[src/swmv_pkg.sv]
package swmv_pkg;

    localparam int NUM_CLASSES_DEF = 16;
    localparam int MAX_WINDOW_DEF  = 64;

    localparam int LABEL_W   = 8;
    localparam int WIN_W     = 7;
    localparam int VOTE_W    = 7;
    localparam int WIN_RESET = 16;

    typedef logic [WIN_W-1:0] cnt_t;

    // control from the sequencer to the compare unit
    typedef struct packed {
        logic clear;
        logic update;
    } scan_ctl_t;

    function automatic int addr_w(input int depth);
        return (depth > 1) ? $clog2(depth) : 1;
    endfunction

endpackage

[src/swmv_ram.sv]
module swmv_ram #(
    parameter int WIDTH = 8,
    parameter int DEPTH = 16
) (
    input  logic                                  clk,
    input  logic                                  we,
    input  logic [swmv_pkg::addr_w(DEPTH)-1:0]    waddr,
    input  logic [WIDTH-1:0]                      wdata,
    input  logic [swmv_pkg::addr_w(DEPTH)-1:0]    raddr,
    output logic [WIDTH-1:0]                      rdata
);
    import swmv_pkg::*;

    logic [WIDTH-1:0] mem [DEPTH];
    logic [WIDTH-1:0] rdata_reg;

    always_ff @(posedge clk)
    begin
        if (we)
        begin
            mem[waddr] <= wdata;
        end
        rdata_reg <= mem[raddr];
    end

    assign rdata = rdata_reg;

endmodule

[src/swmv_scan.sv]
module swmv_scan #(
    parameter int NUM_CLASSES = swmv_pkg::NUM_CLASSES_DEF
) (
    input  logic                                        clk,
    input  swmv_pkg::scan_ctl_t                         ctl,
    input  logic [swmv_pkg::addr_w(NUM_CLASSES)-1:0]    idx,
    input  swmv_pkg::cnt_t                              count,
    output logic [swmv_pkg::addr_w(NUM_CLASSES)-1:0]    best
);
    import swmv_pkg::*;

    localparam int CW = addr_w(NUM_CLASSES);

    logic [CW-1:0] best_reg;
    logic [CW-1:0] best_next;
    cnt_t          best_cnt_reg;
    cnt_t          best_cnt_next;

    // strict greater keeps the lowest class on ties
    always_comb
    begin
        best_next     = best_reg;
        best_cnt_next = best_cnt_reg;
        if (ctl.clear)
        begin
            best_next     = '0;
            best_cnt_next = '0;
        end
        else if (ctl.update && (count > best_cnt_reg))
        begin
            best_next     = idx;
            best_cnt_next = count;
        end
    end

    always_ff @(posedge clk)
    begin
        best_reg     <= best_next;
        best_cnt_reg <= best_cnt_next;
    end

    assign best = best_reg;

endmodule

[src/sliding_window_majority_vote_core.sv]
// channel  | signals                          | direction
// input    | in_valid, in_stall, class_label  | label word in
// output   | out_valid, out_stall, voted_class, bad_label | vote word out
// config   | cfg_wr_en, cfg_wr_data           | window length write
//
// A valid label with the window full first retires the oldest label; an
// out-of-range label goes straight to the output step. The count scan
// reads one counter per cycle from the count RAM, lowest class first.
// in_stall is high from acceptance until the result is loaded into the
// output register; a held output word stalls the sequencer in its last step.
// Reset clears counts via valid bits; the label ring needs no clearing.
module sliding_window_majority_vote_core #(
    parameter int NUM_CLASSES = swmv_pkg::NUM_CLASSES_DEF,
    parameter int MAX_WINDOW  = swmv_pkg::MAX_WINDOW_DEF
) (
    input  logic                          clk,
    input  logic                          rst_n,
    input  logic                          in_valid,
    output logic                          in_stall,
    input  logic [swmv_pkg::LABEL_W-1:0]  class_label,
    output logic                          out_valid,
    input  logic                          out_stall,
    output logic [swmv_pkg::VOTE_W-1:0]   voted_class,
    output logic                          bad_label,
    input  logic                          cfg_wr_en,
    input  logic [swmv_pkg::WIN_W-1:0]    cfg_wr_data
);
    import swmv_pkg::*;

    localparam int CW      = addr_w(NUM_CLASSES);
    localparam int RAW     = addr_w(MAX_WINDOW);
    localparam int SUM_W   = ((RAW > WIN_W) ? RAW : WIN_W) + 1;
    localparam int WIN_MAX = (MAX_WINDOW > 127) ? 127 : MAX_WINDOW;
    localparam int WIN_RST = (WIN_RESET > WIN_MAX) ? WIN_MAX : WIN_RESET;

    localparam logic [3:0] S_IDLE   = 4'd0;
    localparam logic [3:0] S_EV_RD  = 4'd1;
    localparam logic [3:0] S_EV_CNT = 4'd2;
    localparam logic [3:0] S_EV_WR  = 4'd3;
    localparam logic [3:0] S_ADD    = 4'd4;
    localparam logic [3:0] S_ADD_WR = 4'd5;
    localparam logic [3:0] S_SCAN   = 4'd6;
    localparam logic [3:0] S_DRAIN  = 4'd7;
    localparam logic [3:0] S_OUT    = 4'd8;

    logic [3:0]             state_reg, state_next;
    logic [WIN_W-1:0]       win_reg, win_next;
    logic [WIN_W-1:0]       fill_reg, fill_next;
    logic [RAW-1:0]         head_reg, head_next;
    logic [NUM_CLASSES-1:0] cnt_vld_reg, cnt_vld_next;
    logic                   cnt_rvld_reg;
    logic [CW-1:0]          idx_reg, idx_next;
    logic [CW-1:0]          old_reg, old_next;
    logic                   bad_reg, bad_next;
    logic [CW-1:0]          scan_idx_reg, scan_idx_next;
    logic [CW-1:0]          pidx_reg, pidx_next;
    logic                   scan_pend_reg, scan_pend_next;
    logic                   out_valid_reg, out_valid_next;
    logic [VOTE_W-1:0]      voted_reg, voted_next;
    logic                   obad_reg, obad_next;

    logic                   ring_we;
    logic [RAW-1:0]         ring_waddr;
    logic [RAW-1:0]         ring_raddr;
    logic [CW-1:0]          ring_rdata;
    logic                   cnt_we;
    logic [CW-1:0]          cnt_waddr;
    cnt_t                   cnt_wdata;
    logic [CW-1:0]          cnt_raddr;
    cnt_t                   cnt_rdata;
    cnt_t                   cnt_eff;
    scan_ctl_t              scan_ctl;
    logic [CW-1:0]          best;

    logic                   in_acc;
    logic                   label_ok;
    logic [SUM_W-1:0]       tail_sum;
    logic [WIN_W-1:0]       win_clamped;

    assign in_acc   = in_valid && !in_stall;
    assign in_stall = (state_reg != S_IDLE);
    assign label_ok = (class_label != '0) && (class_label <= LABEL_W'(NUM_CLASSES));
    assign cnt_eff  = cnt_rvld_reg ? cnt_rdata : '0;

    assign tail_sum = SUM_W'(head_reg) + SUM_W'(fill_reg);
    assign ring_waddr = (tail_sum >= SUM_W'(MAX_WINDOW))
                        ? RAW'(tail_sum - SUM_W'(MAX_WINDOW)) : RAW'(tail_sum);
    assign ring_raddr = head_reg;
    assign win_clamped = (cfg_wr_data > WIN_W'(WIN_MAX)) ? WIN_W'(WIN_MAX) : cfg_wr_data;

    always_comb
    begin
        state_next     = state_reg;
        win_next       = win_reg;
        fill_next      = fill_reg;
        head_next      = head_reg;
        cnt_vld_next   = cnt_vld_reg;
        idx_next       = idx_reg;
        old_next       = old_reg;
        bad_next       = bad_reg;
        scan_idx_next  = scan_idx_reg;
        pidx_next      = pidx_reg;
        scan_pend_next = 1'b0;
        out_valid_next = out_valid_reg && out_stall;
        voted_next     = voted_reg;
        obad_next      = obad_reg;
        ring_we        = 1'b0;
        cnt_we         = 1'b0;
        cnt_waddr      = idx_reg;
        cnt_wdata      = cnt_eff + cnt_t'(1);
        cnt_raddr      = idx_reg;
        scan_ctl       = '{clear: 1'b0, update: scan_pend_reg};

        if (cfg_wr_en && (cfg_wr_data != '0))
        begin
            win_next     = win_clamped;
            fill_next    = '0;
            head_next    = '0;
            cnt_vld_next = '0;
        end

        unique case (state_reg)
            S_IDLE:
            begin
                if (in_acc)
                begin
                    idx_next = CW'(class_label - LABEL_W'(1));
                    bad_next = !label_ok;
                    if (!label_ok)
                        state_next = S_OUT;
                    else if (fill_reg >= win_reg)
                        state_next = S_EV_RD;
                    else
                        state_next = S_ADD;
                end
            end
            S_EV_RD:
            begin
                state_next = S_EV_CNT;
            end
            S_EV_CNT:
            begin
                cnt_raddr  = ring_rdata;
                old_next   = ring_rdata;
                state_next = S_EV_WR;
            end
            S_EV_WR:
            begin
                cnt_we    = 1'b1;
                cnt_waddr = old_reg;
                cnt_wdata = (cnt_eff == '0) ? '0 : cnt_eff - cnt_t'(1);
                cnt_vld_next[old_reg] = 1'b1;
                head_next = (head_reg == RAW'(MAX_WINDOW - 1)) ? '0 : head_reg + RAW'(1);
                fill_next = fill_reg - WIN_W'(1);
                state_next = S_ADD;
            end
            S_ADD:
            begin
                ring_we    = 1'b1;
                state_next = S_ADD_WR;
            end
            S_ADD_WR:
            begin
                cnt_we = 1'b1;
                cnt_vld_next[idx_reg] = 1'b1;
                fill_next      = fill_reg + WIN_W'(1);
                scan_ctl.clear = 1'b1;
                scan_idx_next  = '0;
                state_next     = S_SCAN;
            end
            S_SCAN:
            begin
                cnt_raddr      = scan_idx_reg;
                scan_pend_next = 1'b1;
                pidx_next      = scan_idx_reg;
                if (scan_idx_reg == CW'(NUM_CLASSES - 1))
                    state_next = S_DRAIN;
                else
                    scan_idx_next = scan_idx_reg + CW'(1);
            end
            S_DRAIN:
            begin
                state_next = S_OUT;
            end
            S_OUT:
            begin
                if (!out_valid_reg || !out_stall)
                begin
                    out_valid_next = 1'b1;
                    obad_next      = bad_reg;
                    voted_next     = bad_reg ? '0 : VOTE_W'(best) + VOTE_W'(1);
                    state_next     = S_IDLE;
                end
            end
            default:
            begin
                state_next = S_IDLE;
            end
        endcase
    end

    always_ff @(posedge clk or negedge rst_n)
    begin
        if (!rst_n)
        begin
            state_reg     <= S_IDLE;
            win_reg       <= WIN_W'(WIN_RST);
            fill_reg      <= '0;
            head_reg      <= '0;
            cnt_vld_reg   <= '0;
            scan_pend_reg <= 1'b0;
            out_valid_reg <= 1'b0;
        end
        else
        begin
            state_reg     <= state_next;
            win_reg       <= win_next;
            fill_reg      <= fill_next;
            head_reg      <= head_next;
            cnt_vld_reg   <= cnt_vld_next;
            scan_pend_reg <= scan_pend_next;
            out_valid_reg <= out_valid_next;
        end
    end

    always_ff @(posedge clk)
    begin
        idx_reg      <= idx_next;
        old_reg      <= old_next;
        bad_reg      <= bad_next;
        scan_idx_reg <= scan_idx_next;
        pidx_reg     <= pidx_next;
        voted_reg    <= voted_next;
        obad_reg     <= obad_next;
        // valid flag follows the count RAM read
        cnt_rvld_reg <= cnt_vld_reg[cnt_raddr];
    end

    swmv_ram #(
        .WIDTH (CW),
        .DEPTH (MAX_WINDOW)
    ) u_ring (
        .clk   (clk),
        .we    (ring_we),
        .waddr (ring_waddr),
        .wdata (idx_reg),
        .raddr (ring_raddr),
        .rdata (ring_rdata)
    );

    swmv_ram #(
        .WIDTH (WIN_W),
        .DEPTH (NUM_CLASSES)
    ) u_counts (
        .clk   (clk),
        .we    (cnt_we),
        .waddr (cnt_waddr),
        .wdata (cnt_wdata),
        .raddr (cnt_raddr),
        .rdata (cnt_rdata)
    );

    swmv_scan #(
        .NUM_CLASSES (NUM_CLASSES)
    ) u_scan (
        .clk   (clk),
        .ctl   (scan_ctl),
        .idx   (pidx_reg),
        .count (cnt_eff),
        .best  (best)
    );

    assign out_valid   = out_valid_reg;
    assign voted_class = voted_reg;
    assign bad_label   = obad_reg;

endmodule

[config.mk]
export PLATFORM = sky130hd
export DESIGN_NAME = sliding_window_majority_vote_core
export DESIGN_NICKNAME = d
export VERILOG_FILES = /design/src/swmv_pkg.sv /design/src/swmv_ram.sv /design/src/swmv_scan.sv /design/src/sliding_window_majority_vote_core.sv
export SDC_FILE = /design/constraint.sdc
export NUM_CORES = 1
export LEC_CHECK = 0
export BUFFER_PORTS_ARGS = -buffer_cell sky130_fd_sc_hd__buf_2
export CAP_MARGIN = 20
export CORE_MARGIN = 2
export CORE_UTILIZATION = 30
export CTS_CLUSTER_DIAMETER = 150
export DETAILED_ROUTE_END_ITERATION = 10
export PLACE_DENSITY_LB_ADDON = 0.3
export SETUP_SLACK_MARGIN = 0.02
export SYNTH_ARGS = -nofsm -noshare
export SYNTH_HDL_FRONTEND = slang
export SYNTH_SLANG_ARGS = --single-unit
[constraint.sdc]
create_clock -name clk -period 3.2 [get_ports clk]
set_input_delay 0.64 -clock clk [delete_from_list [all_inputs] [get_ports clk]]
set_output_delay 0.64 -clock clk [all_outputs]
set_load 0.03 [all_outputs]
==> summary.md <==
| Metric | Value |
|---|---|
| Outcome | finished clean |
| Post-synth EDFFs | 391 |
| Setup violators final | 0 |
| Max FFs per register | 256 |
| Input/output buffers | 27 |
| Leak | approximately 7.5 nW |
| Worst Path Max Fanout | 8 |
| WL per Instance | 20.1 µm |
| Residual DRC | 0 |
| Worst R2R Path Depth | 8 |
| HP Class | in -> async |
| Post-Syn Area per Cell | 15.8 µm² |
| First DRT Iteration DRCs | 555 |
| Clock slew at reported path FFs | about 0.060 ns |
| Fin. max-slew vios | 0 |
| First-pass GRT wire length | 67.4 mm |
| Tcrit/Tclk final | 92.2% |
| Clock latency on the worst-skew pair | roughly 0.56 ns |
| Achievable Freq | 339 MHz |
| Distinct cell type count after synthesis | 65 |
| Seq cells post-synth | 456 |
| Yosys Warn Count | 0 |
| Worst slew margin | around 33% |
| Vias | 10838 |
| CP endpoint kind | flip-flop |
| Maximum vdd ir drop | roughly 0.0004 V |
| HPWL after DPL | 28.8 mm |
| Die Ht | 258 µm |
| Sequential fraction of the synthesis area | between 60% and 70% |
| Maxcap violations | 0 |
| Gpl congestion | around 0.78 |
| Startpoint Class | flip-flop |
| Die area | 66300 µm² |
| CTS tree | yes |
| Root buffer cell | clkbuf_16 |
| Sw Ratio | between 20 and 30% |
| Setup slack on the worst flop-to-flop path | 0.25 ns |
| Placeable Area | 63300 µm² |
| Cells after Synth | 1221 |
| # IOs | 30 |
| Worst-Margin Slew | 0.994 ns |
| P per Cell Area | 620 nW/µm² |
| Final Hold Fails | 0 |
| GRT Util Overall | 13.2% |
| Post-synth top flop | edfxtp_1 |
| Tot Pwr | 0.0138 W |
| Nets | between 1000 and 1500 |
| P_sw | 0.00345 W |
| Grt ovf | 0 |
| Crit. Startpoint | head_reg[0] |
| Drt total wl | 43.9 mm |
| DRT antenna net count | 0 |
| Maximum clock insertion buffer count | 3 |
| H-tree lvl count | 2 |
| RSZ-0062 raised after global routing | false |
| Core Util, Final | 35.0% |
| DRT Pass-1 Iters | 5 |
| Die X | around 260 µm |
| Ys async rst share | 9.21% |
| Area Overhead vs Synth | 15.0% |
| Initial Utilization | a little under a third |
| Skew final | 0.0270 ns |
| Largest net degree at the start of global routing | 103 |
| Worst Path Class, Setup | reg -> reg |
| Total CTS buffers | 46 |
| Initial antenna violation count | 1 |
| Part of the power in the clock network | 37.8% |
| Critical R2R Capture | u_ring.mem[55][0] |
| ANT cells | 0 |
| Hold Buf Count CTS | 0 |
| Worst endpoint data arrival time | about 3.2 ns |
| Int Pwr | 0.0103 W |
| Critical R2R Launch | head_reg[0] |
| Vias in the first global route | 11186 |
| Comb power frac | 11.7% |
| Setup TNS | 0 ns |
| CP required | 3.43 ns |
| Sequential share of power | between 50% and 60% |
| Final Critical Period | between 2 and 3 ns |
| Share of layout cells above drive strength 1 | between 10% and 20% |
| Vias/cell | 4.96 |
| TritonCTS Sinks | approximately 460 |
| Cell Area, Synth | 19300 µm² |
| Crit path to | u_ring.mem[55][0] |
| Rows | 92 |
[power groups by stage]
stage	sequential [W]	combinational, W	clock (W)
2_1_floorplan	0.00721	0.000858	0
3_3_place_gp	0.00708	0.00164	0
3_5_place_dp	0.00708	0.00164	0
4_1_cts	0.00695	0.00164	0.00533
5_1_grt	0.00697	0.00175	0.00558
6_report	0.00695	0.00161	0.00520
[how the worst min path moves through the flow]
stage                    start              end  slack (ns)  cells after the start
4_1_cts                  rst_n  cnt_vld_reg[15]        0.23                      1
3_3_place_gp   u_ring.rdata[1]       old_reg[1]        0.45                      0
3_5_place_dp   u_ring.rdata[1]       old_reg[1]        0.45                      0
6_report                 rst_n  cnt_vld_reg[15]        0.22                      1
5_1_grt                  rst_n  cnt_vld_reg[15]        0.25                      1
2_1_floorplan            rst_n   cnt_vld_reg[0]        0.34                      0
[repair_timing]
item,CTS,global route
hold endpoints to repair,0,0
gates resized for setup,0,1
setup endpoints to repair,0,4
setup buffers,0,0
[layout make-up]
class,instances,area [µm²]
fill,6035,41100
timing repair buffer,85,608
inverter,33,124
multi-input combinational,680,5680
clock inverter,25,224
tap,846,1060
clock buffer,58,1240
sequential,456,13300
[logic make-up (layout without fill, tap and decap cells)]
family	after synthesis	after routing	share of synthesized area [%]
AO/OA/AOI/OAI	209	209	7.53
XOR/XNOR	20	20	0.908
adder cells (fa/ha/maj)	33	33	2.22
buffers and inverters	86	201	2.04
flip-flops	456	456	68.7
multiplexers	148	148	12.1
other	1	2	0.0194
AND/OR/NAND/NOR	268	268	6.48
[layout by cell type, fill, tap and decap left out, types with 6 or more instances in the layout]
| cell type | n |
|---|---|
| o221ai_1 | 30 |
| xnor2_1 | 8 |
| clkbuf_1 | 9 |
| nand3_1 | 28 |
| clkinv_1 | 10 |
| o32ai_1 | 10 |
| a22oi_1 | 21 |
| edfxtp_1 | 391 |
| ha_1 | 31 |
| o21ai_0 | 32 |
| clkinv_2 | 6 |
| dfxtp_1 | 23 |
| nand2b_1 | 12 |
| inv_1 | 33 |
| buf_2 | 27 |
| xor2_1 | 12 |
| nand2_1 | 70 |
| nor2_1 | 96 |
| a21o_1 | 21 |
| dfrtp_1 | 40 |
| nor2b_1 | 15 |
| buf_4 | 55 |
| mux4_2 | 53 |
| mux4_1 | 11 |
| clkbuf_16 | 47 |
| mux2i_1 | 77 |
| o22ai_1 | 27 |
| a21oi_1 | 29 |
| nor3_1 | 7 |
| and3_1 | 10 |
[per-stage QoR]
step                      worst slack, ns  instances  hold slack, ns  instance area [µm²]
final                               0.250       2183           0.216                22200
after global routing               0.0189       2183           0.246                22200
after CTS                           0.220       2183           0.233                22200
after detailed placement            0.224       2100           0.454                20700
after global placement              0.290       2100           0.451                20700
after floorplan                     0.538       1222           0.344                19300
[metal layers]
metal	global-route usage (%)	vias to the layer above	part of all wire, %
met5	0	-	0
li1	-	4979	-
met2	22.2	241	49
met4	3.53	0	2.2
met1	17.7	5549	45
met3	2.02	69	3.7
[synthesized netlist by cell type, drive strengths merged, types with 5 or more instances]
cell    instances  area, µm²
xnor2           8       70.1
a22oi          21        158
nand2          70        263
dfxtp          23        460
o22ai          27        169
a21o           21        158
a21oi          29        145
nor2           98        384
nor3            8       40.0
o32ai          10       87.6
o21ai          37        185
mux2            5       56.3
ha             31        388
edfxtp        391      11700
xor2           12        105
nand3          28        140
a211o           5       43.8
dfrtp          41       1030
o221ai         30        263
nand2b         13       88.8
and2            7       43.8
clkbuf         20       75.1
inv            33        124
nor2b          15       93.8
and3           10       62.6
buf            33        194
mux4           64       1480
mux2i          79        795
[critical path: stages, from the launching register on]
cell and delay (ns):
dfrtp_4 0.49, ha_1 0.23, fa_1 0.45, a21o_1 0.19, a21oi_1 0.26, xor2_1 0.14, nor2_1 0.18, nand2_1 0.31
nor2_1 0.39
Power figures use the tool's default switching activity.
